$ cat src/scfr_pkg.sv
// Shared types and constants for the serial command frame receiver.
`default_nettype none
package scfr_pkg;

	localparam int unsigned BYTE_W = 8;
	localparam int unsigned POS_W  = 9;
	localparam int unsigned ADDR_W = 3;
	localparam int unsigned DATA_W = 32;

	localparam logic [BYTE_W-1:0] FIRST_SYNC_RESET  = 8'h57;
	localparam logic [BYTE_W-1:0] SECOND_SYNC_RESET = 8'hAB;

	localparam logic REG_FIRST_SYNC  = 1'b0;
	localparam logic REG_SECOND_SYNC = 1'b1;

	localparam logic [POS_W-1:0] POS_HDR0    = 9'd0;
	localparam logic [POS_W-1:0] POS_HDR1    = 9'd1;
	localparam logic [POS_W-1:0] POS_HDR2    = 9'd2;
	localparam logic [POS_W-1:0] POS_PAYLOAD = 9'd3;

	typedef enum logic [2:0] {
		PH_HUNT1   = 3'd0,
		PH_HUNT2   = 3'd1,
		PH_HDR0    = 3'd2,
		PH_HDR1    = 3'd3,
		PH_HDR2    = 3'd4,
		PH_PAYLOAD = 3'd5,
		PH_CHECK   = 3'd6
	} phase_t;

	typedef struct packed {
		logic              has;
		logic [BYTE_W-1:0] out_byte;
		logic [POS_W-1:0]  byte_position;
		logic              frame_end;
		logic              frame_good;
	} res_t;

endpackage
`default_nettype wire

$ cat src/serial_command_frame_receiver.sv
// Serial command frame receiver top level: input register, parser, result register, APB registers.
// Path: a byte accepted into the input register is parsed from there, and its result is
// captured in the result register when that register is empty or being taken.
// Throughput: one byte per cycle while the output is not stalled; the input register advances
// whenever the result register is empty or being taken, so a stalled output holds the waiting
// result plus one byte in the input register.
// Reset: arst_n clears the phase to preamble hunt, the length, count and sum to zero,
// both valid flags, and loads the sync registers with 0x57 and 0xAB.
`default_nettype none
module serial_command_frame_receiver (
	input  wire logic                          clk,
	input  wire logic                          arst_n,
	input  wire logic                          rx_valid,
	output logic                               rx_stall,
	input  wire logic [scfr_pkg::BYTE_W-1:0]   rx_byte,
	output logic                               out_valid,
	input  wire logic                          out_stall,
	output logic [scfr_pkg::BYTE_W-1:0]        out_byte,
	output logic [scfr_pkg::POS_W-1:0]         byte_position,
	output logic                               frame_end,
	output logic                               frame_good,
	input  wire logic                          psel,
	input  wire logic                          penable,
	input  wire logic                          pwrite,
	input  wire logic [scfr_pkg::ADDR_W-1:0]   paddr,
	input  wire logic [scfr_pkg::DATA_W-1:0]   pwdata,
	output logic [scfr_pkg::DATA_W-1:0]        prdata,
	output logic                               pready
);

	logic [scfr_pkg::BYTE_W-1:0] first_sync_q;
	logic [scfr_pkg::BYTE_W-1:0] second_sync_q;
	logic                        valid_s1;
	logic [scfr_pkg::BYTE_W-1:0] byte_s1;
	logic                        fire;
	logic                        wr_en;
	scfr_pkg::res_t              res;

	assign pready = 1'b1;
	assign wr_en  = psel && penable && pwrite && pready;

	always_ff @(posedge clk or negedge arst_n) begin
		if (!arst_n) begin
			first_sync_q  <= scfr_pkg::FIRST_SYNC_RESET;
			second_sync_q <= scfr_pkg::SECOND_SYNC_RESET;
		end else if (wr_en) begin
			if (paddr[2] == scfr_pkg::REG_FIRST_SYNC) begin
				first_sync_q <= pwdata[scfr_pkg::BYTE_W-1:0];
			end else begin
				second_sync_q <= pwdata[scfr_pkg::BYTE_W-1:0];
			end
		end
	end

	always_comb begin
		if (paddr[2] == scfr_pkg::REG_SECOND_SYNC) begin
			prdata = {{(scfr_pkg::DATA_W-scfr_pkg::BYTE_W){1'b0}}, second_sync_q};
		end else begin
			prdata = {{(scfr_pkg::DATA_W-scfr_pkg::BYTE_W){1'b0}}, first_sync_q};
		end
	end

	// advance the input register when the result register can take its transaction
	assign fire     = valid_s1 && (!out_valid || !out_stall);
	assign rx_stall = valid_s1 && !fire;

	always_ff @(posedge clk or negedge arst_n) begin
		if (!arst_n) begin
			valid_s1 <= 1'b0;
		end else if (!rx_stall) begin
			valid_s1 <= rx_valid;
		end
	end

	always_ff @(posedge clk) begin
		if (rx_valid && !rx_stall) begin
			byte_s1 <= rx_byte;
		end
	end

	scfr_parse u_parse (
		.clk         (clk),
		.arst_n      (arst_n),
		.fire        (fire),
		.rx_byte     (byte_s1),
		.first_sync  (first_sync_q),
		.second_sync (second_sync_q),
		.res         (res)
	);

	always_ff @(posedge clk or negedge arst_n) begin
		if (!arst_n) begin
			out_valid <= 1'b0;
		end else if (fire) begin
			out_valid <= res.has;
		end else if (!out_stall) begin
			out_valid <= 1'b0;
		end
	end

	always_ff @(posedge clk) begin
		if (fire && res.has) begin
			out_byte      <= res.out_byte;
			byte_position <= res.byte_position;
			frame_end     <= res.frame_end;
			frame_good    <= res.frame_good;
		end
	end

endmodule
`default_nettype wire

$ cat src/scfr_parse.sv
// Frame parser: phase state machine, length and count tracking, running sum.
`default_nettype none
module scfr_parse (
	input  wire logic                          clk,
	input  wire logic                          arst_n,
	input  wire logic                          fire,
	input  wire logic [scfr_pkg::BYTE_W-1:0]   rx_byte,
	input  wire logic [scfr_pkg::BYTE_W-1:0]   first_sync,
	input  wire logic [scfr_pkg::BYTE_W-1:0]   second_sync,
	output scfr_pkg::res_t                     res
);

	scfr_pkg::phase_t             phase_q, phase_d;
	logic [scfr_pkg::BYTE_W-1:0]  length_q, length_d;
	logic [scfr_pkg::BYTE_W-1:0]  count_q, count_d;
	logic [scfr_pkg::BYTE_W-1:0]  sum_q, sum_d;
	logic [scfr_pkg::BYTE_W-1:0]  count_inc;
	logic [scfr_pkg::BYTE_W-1:0]  sum_add;

	assign count_inc = count_q + 8'd1;
	assign sum_add   = sum_q + rx_byte;

	always_ff @(posedge clk or negedge arst_n) begin
		if (!arst_n) begin
			phase_q  <= scfr_pkg::PH_HUNT1;
			length_q <= '0;
			count_q  <= '0;
			sum_q    <= '0;
		end else if (fire) begin
			phase_q  <= phase_d;
			length_q <= length_d;
			count_q  <= count_d;
			sum_q    <= sum_d;
		end
	end

	always_comb begin
		phase_d            = phase_q;
		length_d           = length_q;
		count_d            = count_q;
		sum_d              = sum_q;
		res.has            = 1'b0;
		res.out_byte       = rx_byte;
		res.byte_position  = scfr_pkg::POS_HDR0;
		res.frame_end      = 1'b0;
		res.frame_good     = 1'b0;
		unique case (phase_q)
			scfr_pkg::PH_HUNT2: begin
				phase_d = (rx_byte == second_sync) ? scfr_pkg::PH_HDR0 : scfr_pkg::PH_HUNT1;
				sum_d   = '0;
				count_d = '0;
			end
			scfr_pkg::PH_HDR0: begin
				sum_d   = sum_add;
				phase_d = scfr_pkg::PH_HDR1;
				res.has = 1'b1;
			end
			scfr_pkg::PH_HDR1: begin
				sum_d             = sum_add;
				length_d          = rx_byte;
				phase_d           = scfr_pkg::PH_HDR2;
				res.has           = 1'b1;
				res.byte_position = scfr_pkg::POS_HDR1;
			end
			scfr_pkg::PH_HDR2: begin
				sum_d             = sum_add;
				count_d           = '0;
				phase_d           = (length_q == '0) ? scfr_pkg::PH_CHECK : scfr_pkg::PH_PAYLOAD;
				res.has           = 1'b1;
				res.byte_position = scfr_pkg::POS_HDR2;
			end
			scfr_pkg::PH_PAYLOAD: begin
				sum_d             = sum_add;
				count_d           = count_inc;
				if (count_inc == length_q) begin
					phase_d = scfr_pkg::PH_CHECK;
				end
				res.has           = 1'b1;
				res.byte_position = scfr_pkg::POS_PAYLOAD + {1'b0, count_q};
			end
			scfr_pkg::PH_CHECK: begin
				phase_d           = scfr_pkg::PH_HUNT1;
				res.has           = 1'b1;
				res.byte_position = scfr_pkg::POS_PAYLOAD + {1'b0, length_q};
				res.frame_end     = 1'b1;
				res.frame_good    = (rx_byte == sum_q);
			end
			default: begin
				phase_d = (rx_byte == first_sync) ? scfr_pkg::PH_HUNT2 : scfr_pkg::PH_HUNT1;
			end
		endcase
	end

endmodule
`default_nettype wire
$ cat config.mk
export PLATFORM = sky130hd
export DESIGN_NAME = serial_command_frame_receiver
export DESIGN_NICKNAME = d
export VERILOG_FILES = /design/src/scfr_pkg.sv /design/src/serial_command_frame_receiver.sv /design/src/scfr_parse.sv
export SDC_FILE = /design/constraint.sdc
export NUM_CORES = 1
export LEC_CHECK = 0
export ABC_AREA = 1
export BUFFER_PORTS_ARGS = -buffer_cell sky130_fd_sc_hd__buf_2
export CAP_MARGIN = 15
export CORE_ASPECT_RATIO = 0.7
export CORE_MARGIN = 2
export CORE_UTILIZATION = 55
export DETAILED_ROUTE_END_ITERATION = 16
export HOLD_SLACK_MARGIN = 0.1
export PLACE_DENSITY = 0.82
export SLEW_MARGIN = 40
export SYNTH_ARGS = -nofsm -noshare
export SYNTH_HDL_FRONTEND = slang
export SYNTH_SLANG_ARGS = --single-unit
$ cat constraint.sdc
create_clock -name clk -period 4.65 [get_ports clk]
set_clock_uncertainty 0.2 [all_clocks]
set_input_delay 0.93 -clock clk [delete_from_list [all_inputs] [get_ports clk]]
set_output_delay 0.93 -clock clk [all_outputs]
set_load 0.02 [all_outputs]
* Yosys cells after proc, flatten, opt, wreduce, memory -nomap -nowiden
Cells that the tools add are included.
** Cells by class
- $add $sub $neg :: 4
- Equality and inequality tests :: 12
- Muxes and demuxes :: 13
- Bitwise operators :: 1
- Reduce and logical (&&, ||, !) cells :: 23
** Operator list (count)
- $pmux W9 S4 :: 1
- $eq A8 B8 Y1 :: 4
- $pmux W8 S2 :: 2
- $add A2 B8 Y9 const A :: 2
- $pmux W3 S6 :: 1
- $reduce_and A2 Y1 :: 6
- $eq A3 B3 Y1 const B :: 3
- $add A8 B1 Y8 const B :: 1
- $add A8 B8 Y8 :: 1
- $logic_not A8 Y1 :: 1
- $mux W8 :: 1
- $eq A3 B2 Y1 const B :: 2
- $logic_and A1 B1 Y1 :: 6
- $mux W2 :: 3
- $reduce_or A5 Y1 :: 1
- $logic_not A1 Y1 :: 4
- $mux W1 :: 4
- $ne A2 B1 Y1 const B :: 2
- $reduce_bool A2 Y1 :: 2
- $reduce_or A4 Y1 :: 1
- $eq A3 B1 Y1 const B :: 1
- $mux W3 :: 1
- $reduce_or A2 Y1 :: 1
- $logic_or A1 B1 Y1 :: 1
- $not A1 Y1 :: 1
** Storage, ports and cells
- Register bits after elaboration :: 72
- Output and inout port bits :: 54
- Logic and storage cells :: 66

* Depth between registers and ports, before layout
Gate-level depths: netlist (run 1).
- Word-level depth :: 7
- Gate-level depth with buffers :: 14

* Hierarchy
From an unflattened synthesis (run 1), not the netlist that was laid out.
** Second synthesis, totals
- Cell total of the unflattened synthesis :: 521
- Area total of the unflattened synthesis :: 4226.6 um2
** By module, submodules not included
- scfr_parse :: times used 1, cells each 355, area each 2356.0 um2, sequential area each 675.6 um2
- serial_command_frame_receiver :: times used 1, cells each 166, area each 1870.5 um2, sequential area each 1273.7 um2

* Least setup slack after synthesis (run 1)
Ideal clock, no wire load.
- Kind :: input-to-output
- Start point :: in paddr[2] in the netlist's numbering
- End point :: out prdata[2] in the netlist's numbering
- Arrival time :: 1609 ps
- Data required time :: 3520 ps
- Slack :: 1911 ps
- Stages :: 2
- Path buffers :: 1
- Path through :: clkbuf_1 o21ai_0
** Between the ends
- Cells in the longest elaborated chain, start to end :: 1
** RTL lines
- start: declaration :: line serial_command_frame_receiver.sv:25 : input wire logic [scfr_pkg::ADDR_W-1:0] paddr,
- $mux W8 :: line serial_command_frame_receiver.sv:56 : if (paddr[2] == scfr_pkg::REG_SECOND_SYNC) begin
- end: declaration :: line serial_command_frame_receiver.sv:27 : output logic [scfr_pkg::DATA_W-1:0] prdata,
Every way passes these cells.

* Worst setup path in the final report (run 1)
- Start point :: in paddr[2] in the netlist's numbering
- End point :: out prdata[6] in the netlist's numbering
The elaborated chain is that of the path after synthesis.

==> impl_metrics.py, run 1 <==
metrics = {
    "outcome": {
        "status": "finished, final reports clean",
    },
    "clock_tree": {
        "cts_buffers": 9,
        "cts_setup_buffers": 0,
        "worstSkewPairLatency_ns": 0.35,
        "clockBufferDepth": 2,
        "cts_hold_buf": 0,
        "cts_tree": "built",
        "cts.clk_slew.worst_paths_ns": 0.08,
        "postCtsResizedCells": 0,
        "cts_root_buf": "clkbuf_8",
        "htreeDepth": 3,
        "clock-sinks": 72,
    },
    "global_routing": {
        "grt_max_degree": 46,
        "grt_overflow": 0,
        "grt_use_total_pct": 23.2,
        "grt_pass1_vias": 3120,
        "grt_pass1_wl_microns": 14700,
        "antenna_found_initial": 0,
    },
    "synthesis": {
        "synth_seq_cells": 72,
        "synth_most_common_cell": "nand2_1",
        "synth_edf_count": 27,
        "synth_top_cell_area_share_pct": 21.5,
        "ys_seq_area_share_pct": 47.9,
        "syn-instance-count": 502,
        "post_synth_num_cell_types": 37,
        "syn_avg_cell_area_sq_um": 8.12,
        "yosys-top-cells-area": "dfrtp_1 (21%), edfxtp_1 (20%), nand2_1 (12%)",
        "ys_warn_count": 0,
        "yosysTopAreaCell": "dfrtp_1",
        "ys_top_cells_by_count": "nand2_1 (133), inv_1 (64), o21ai_0 (50)",
        "ys.flop_type": "dfrtp_1",
        "synth_area_sq_mm": 0.00407,
        "synth-async-reset-ratio_pct": 62.5,
    },
    "pwr": {
        "seqPwrFrac_pct": 40.1,
        "vdd_drop_max_v": 0.000230,
        "p_int_uw": 1280,
        "leakage_uw": 0.00224,
        "switchingPower_uw": 776,
        "power.density_mw_per_mm2": 456,
        "p_sw_share_pct": 37.7,
        "p_comb_share_pct": 32.7,
        "p_clk_share_pct": 27.2,
    },
    "cells_and_area": {
        "fin_nets": 612,
        "fill_cells": 641,
        "synthToLayoutAreaGrowth_pct": 11.1,
        "stdcell_count": 656,
        "finalInstanceArea_sq_mm": 0.00452,
        "diodes": 0,
        "drive_gt1_share_pct": 16.8,
    },
    "timing": {
        "maxSlewViolCount": 0,
        "hold_viol_final": 0,
        "slew_headroom_pct": 48.3,
        "max_freq_mhz": 359,
        "rsz0062_at_grt": "false",
        "setup_viol": 0,
        "fin_tns_setup_ns": 0,
        "worstMarginPinSlew_ns": 0.771,
        "min_period_ns": 2.79,
        "min_period_over_period_pct": 60.0,
        "setup_slack_ns": 1.86,
    },
    "worst_hold_path": {
        "hold_start": "first_sync_q[4]$_DFFE_PN1P_",
        "hold_class": "reg -> reg",
    },
    "placement": {
        "hpwl_microns": 6610,
        "portBuffers": 52,
        "dp_cells": 640,
        "gp_congestion": 0.905,
        "pre_cts_slack_ns": 1.87,
        "place_area_sq_mm": 0.00430,
    },
    "critical_path": {
        "crit_fanout": 13,
        "crit_required_ns": 3.52,
        "cp-end-kind": "output port",
        "path_class": "in -> out",
        "critPathArrivalTime_ns": 1.66,
        "startpoint": "paddr[2]",
        "startpoint_type": "input port",
        "rr_startpoint": "u_parse.phase_q[1]$_DFFE_PN0P_",
    },
    "die": {
        "rows": 26,
        "die-width_microns": 107,
        "core_sq_mm": 0.00722,
        "num_io_pins": 104,
        "dieArea_sq_mm": 0.00812,
        "initial_core_util_pct": 56.4,
        "die_y_microns": 76.0,
    },
    "detailed_routing": {
        "ant_nets": 0,
        "wl_microns": 8910,
        "first_pass_iters": 5,
        "vias_per_cell": 5.17,
        "first_iter_violations": 271,
        "drc": 0,
        "drt-wirelength-per-cell_microns": 13.6,
        "vias": 3391,
    },
    "flow_run": {
        "max_cap_violations": 0,
    },
}
## power by group through the flow
stage	Combinational, uW	Sequential (uW)	Clock, uW
2_1_floorplan	570	796	0
3_3_place_gp	629	830	0
3_5_place_dp	663	834	0
4_1_cts	669	822	568
5_1_grt	771	836	599
6_report	674	826	561
## layout by cell type, fill, tap and decap left out, types with 3 or more instances in the layout
| cell type | Yosys | final |
|---|---|---|
| nand3_1 | 37 | 37 |
| buf_2 | 2 | 51 |
| nand4_1 | 9 | 9 |
| inv_1 | 64 | 64 |
| dfrtp_1 | 35 | 35 |
| o21ai_2 | 3 | 3 |
| xnor2_1 | 5 | 5 |
| o22ai_1 | 4 | 4 |
| inv_6 | 0 | 3 |
| inv_2 | 4 | 4 |
| conb_1 | 2 | 25 |
| nor3_1 | 5 | 5 |
| o21ai_0 | 50 | 50 |
| nand2_1 | 133 | 133 |
| nor2_1 | 29 | 29 |
| edfxtp_1 | 27 | 27 |
| nand2_2 | 3 | 3 |
| a21oi_1 | 9 | 9 |
| dfstp_2 | 10 | 10 |
| clkbuf_8 | 0 | 9 |
| xor2_1 | 5 | 5 |
| o21ai_1 | 8 | 8 |
| ha_1 | 8 | 8 |
## metal layers
metal	GRT usage [%]	wire [microns]	vias to the layer above
met5	0	0	-
met2	33.6	3860	162
met4	6.36	146	0
li1	-	-	1686
met3	7.27	761	13
met1	33.7	4150	1530
## path summary, 6_finish.rpt
kind | cells past startpoint | to | slack [ns]
setup / recovery | 4 | prdata[6] | 1.86
hold / removal | 2 | first_sync_q[4]$_DFFE_PN1P_ | 0.31
min in group asynchronous | 1 | valid_s1$_DFFE_PN0N_ | 0.38
hold reg to reg | 2 | first_sync_q[4]$_DFFE_PN1P_ | 0.31
max in group asynchronous | 1 | u_parse.count_q[6]$_DFFE_PN0P_ | 3.47
setup reg to reg | 7 | byte_position[3]$_DFFE_PP_ | 2.33
## flip-flops by register name, indices dropped and copies added, names as in the netlist
name / flops
second_sync_q: 8
out_valid: 1
byte_position: 9
u_parse.length_q: 8
frame_good: 1
out_byte: 8
u_parse.phase_q: 3
frame_end: 1
u_parse.sum_q: 8
byte_s1: 8
first_sync_q: 8
valid_s1: 1
u_parse.count_q: 8
## per-stage QoR
| stage | total power, uW | utilization (%) | hold slack [ns] |
|---|---|---|---|
| finish | 2060 | 62.6 | 0.306 |
| CTS | 2060 | 62.6 | 0.302 |
| global route | 2210 | 62.6 | 0.324 |
| global placement | 1460 | 59.5 | 0.277 |
| detailed placement | 1500 | 59.5 | 0.290 |
| floorplan | 1370 | - | 0.256 |
## cell type report
type,count,area [sq um],area share (%)
timing repair buffer,52,263,5.81
clock buffer,9,124,2.74
sequential,72,1950,43.1
clock inverter,7,101,2.24
multi-input combinational,350,1710,37.8
tap,98,123,2.71
inverter,68,255,5.64
## logic make-up after synthesis
kind of cell | count (synthesis) | share of synthesized area [%]
fa+ha+maj | 9 | 2.95
other cells | 2 | 0.184
flops | 72 | 47.9
simple gates | 225 | 23.7
xor+xnor | 10 | 2.15
buf+inv | 103 | 12.3
compound gates | 81 | 10.8
## critical path, stage by stage
cell and delay, ns:
buf_2 0.22, inv_1 0.14, o21ai_0 0.18, buf_2 0.19
Power figures use the tool's default switching activity.
==> run 2, diff against run 1 <==
--- a/config.mk
+++ b/config.mk
@@ -10,10 +10,10 @@
 export CAP_MARGIN = 15
 export CORE_ASPECT_RATIO = 0.7
 export CORE_MARGIN = 2
-export CORE_UTILIZATION = 55
+export CORE_UTILIZATION = 53
 export DETAILED_ROUTE_END_ITERATION = 16
 export HOLD_SLACK_MARGIN = 0.1
-export PLACE_DENSITY = 0.82
+export PLACE_DENSITY = 0.8
 export SLEW_MARGIN = 40
 export SYNTH_ARGS = -nofsm -noshare
 export SYNTH_HDL_FRONTEND = slang
==> constraint.sdc (replaced) <==
create_clock -name clk -period 2.68 [get_ports clk]
set_clock_uncertainty 0.2 [all_clocks]
set_input_delay 0.536 -clock clk [delete_from_list [all_inputs] [get_ports clk]]
set_output_delay 0.536 -clock clk [all_outputs]
set_load 0.02 [all_outputs]
==> run 2 against run 1 <==
  * Global-route usage is 0.91 points lower
  * Total power rose by 72%
  * Clock power increased by 66%
==> impl_metrics.py, run 2 (synthesized netlist as in run 1, its figures left out) <==
metrics = {
    "die": {
        "dieArea_sq_mm": 0.00841,
        "core_sq_mm": 0.00738,
        "initial_core_util_pct": 55.2,
        "num_io_pins": 104,
        "die_y_microns": 77.4,
        "rows": 26,
        "die-width_microns": 109,
    },
    "cells_and_area": {
        "layout_common_cells": "nand2_1 (133), inv_1 (64), buf_2 (52), o21ai_0 (50), nand3_1 (37)",
        "fin_nets": 618,
        "layout_commonest_cell": "nand2_1",
        "diodes": 0,
        "top_register": "byte_position",
        "drive_gt1_share_pct": 17.0,
        "stdcell_count": 662,
        "largest_reg_flops": 9,
        "synthToLayoutAreaGrowth_pct": 11.8,
        "utilization_pct": 61.7,
    },
    "critical_path": {
        "crit_top_cell": "nor2_1",
        "crit_chain": "inv_2 > nand3_2 > o21ai_1 > nor2_2 > nor2_1 > nand3_1 > nand2_1 > nor2_1",
        "critPathArrivalTime_ns": 2.24,
        "startpoint_type": "flop",
        "crit_fanout": 21,
        "crit_slowest_cell": "dfrtp_1",
        "slowest_delay_ns": 0.42,
        "path_class": "reg -> reg",
        "crit_required_ns": 2.59,
        "cp-end-kind": "flop",
    },
    "clock_tree": {
        "clock-sinks": 72,
        "postCtsResizedCells": 0,
        "clockBufferDepth": 2,
        "cts.clk_slew.worst_paths_ns": 0.08,
        "htreeDepth": 3,
        "cts_tree": "built",
        "worstSkewPairLatency_ns": 0.36,
        "cts_buffers": 9,
        "cts_root_buf": "clkbuf_8",
    },
    "placement": {
        "portBuffers": 52,
        "dp_cells": 645,
        "gp_congestion": 0.933,
        "hpwl_microns": 6670,
    },
    "global_routing": {
        "grt_util_met3_pct": 5.13,
        "antenna_found_initial": 0,
        "grt_pass1_wl_microns": 14400,
        "grt_max_degree": 46,
        "busiest_layer": "met1",
        "grt_overflow": 0,
        "met2_usage_pct": 31.0,
        "grt_use_total_pct": 22.3,
        "grt_pass1_vias": 3048,
        "gr-usage-met1_pct": 33.7,
    },
    "timing": {
        "rsz0062_at_grt": "false",
        "max_freq_mhz": 429,
        "setup_viol": 0,
        "fin_tns_setup_ns": 0,
        "min_period_over_period_pct": 87.0,
        "hold_viol_final": 0,
        "hold_ws_ns": 0.153,
        "worstMarginPinSlew_ns": 0.659,
        "min_period_ns": 2.33,
        "maxSlewViolCount": 0,
        "slew_headroom_pct": 56.1,
    },
    "outcome": {
        "status": "finished, final reports clean",
    },
    "detailed_routing": {
        "drc": 0,
        "vias": 3471,
        "vias_per_cell": 5.24,
        "ant_nets": 0,
        "first_pass_iters": 5,
        "drt-wirelength-per-cell_microns": 13.5,
        "wl_microns": 8950,
        "first_iter_violations": 263,
    },
    "worst_hold_path": {
        "hold_class": "in -> reg",
    },
    "pwr": {
        "vdd_drop_max_v": 0.000343,
        "total_power_uw": 3550,
        "leakage_uw": 0.00226,
        "power.density_mw_per_mm2": 779,
    },
    "flow_run": {
        "max_cap_violations": 0,
    },
}
[run 2: cell types whose count changed in the layout (fill, tap and decap cells not counted), sizes merged]
cell         delta
inv             -3
dlygate4sd3     +1
buf             +5
clkinv          +3
clkbuf          +1
clkinvlp        -1
[run 2: stage by stage]
step	cell area, sq um	setup WS (ns)
CTS	4560	0.370
floorplan	4160	0.720
global placement	4330	0.506
global route	4560	0.228
detailed placement	4330	0.409
finish	4560	0.348
[run 2: layer usage]
metal	vias up	wire (microns)
li1	1707	-
met1	1564	4190
met2	180	3800
met3	20	777
met4	0	185
met5	-	0
[run 2: path summary, 6_finish.rpt]
kind | from | end | slack [ns] | cells after the start
worst min-delay path | rx_byte[3] | byte_s1[3]$_DFFE_PP_ | 0.15 | 1
worst max register to register | u_parse.phase_q[0]$_DFFE_PN0P_ | byte_position[7]$_DFFE_PP_ | 0.35 | 8
worst max-delay path | u_parse.phase_q[0]$_DFFE_PN0P_ | byte_position[7]$_DFFE_PP_ | 0.35 | 8
min in group asynchronous | arst_n | u_parse.length_q[7]$_DFFE_PN0P_ | 0.60 | 3
worst min register to register | u_parse.sum_q[6]$_DFFE_PN0P_ | u_parse.sum_q[6]$_DFFE_PN0P_ | 0.30 | 2
max in group asynchronous | arst_n | u_parse.sum_q[3]$_DFFE_PN0P_ | 1.28 | 3
[run 2: final cells by class]
class / instances / area, sq um
Clock buffer: 10 / 128
Timing Repair Buffer: 58 / 308
Clock inverter: 6 / 83.8
Multi-Input combinational cell: 350 / 1710
Tap cell: 98 / 123
Fill cell: 624 / 2830
Inverter: 68 / 255
Sequential cell: 72 / 1950
[run 2: power by group]
part	internal (uW)	total (uW)	leakage [uW]	switching (uW)
Clock	520	929	0.000102	410
Combinational	422	1190	0.00139	767
Sequential	1280	1430	0.000769	153
Total	2220	3550	0.00226	1330
[run 2: critical path, delay by kind of cell, from the launching register on]
kind | cells | cell delay (ns)
AOI/OAI and AO/OA | 1 | 0.38
DFF | 1 | 0.42
and+or+nand+nor | 6 | 0.98
buffers and inverters | 1 | 0.10
[run 2: timing repair]
| action | CTS | global route |
|---|---|---|
| hold buffers | 1 | 0 |
| setup buffers | 0 | 0 |
| hold endpoints to repair | 35 | 0 |
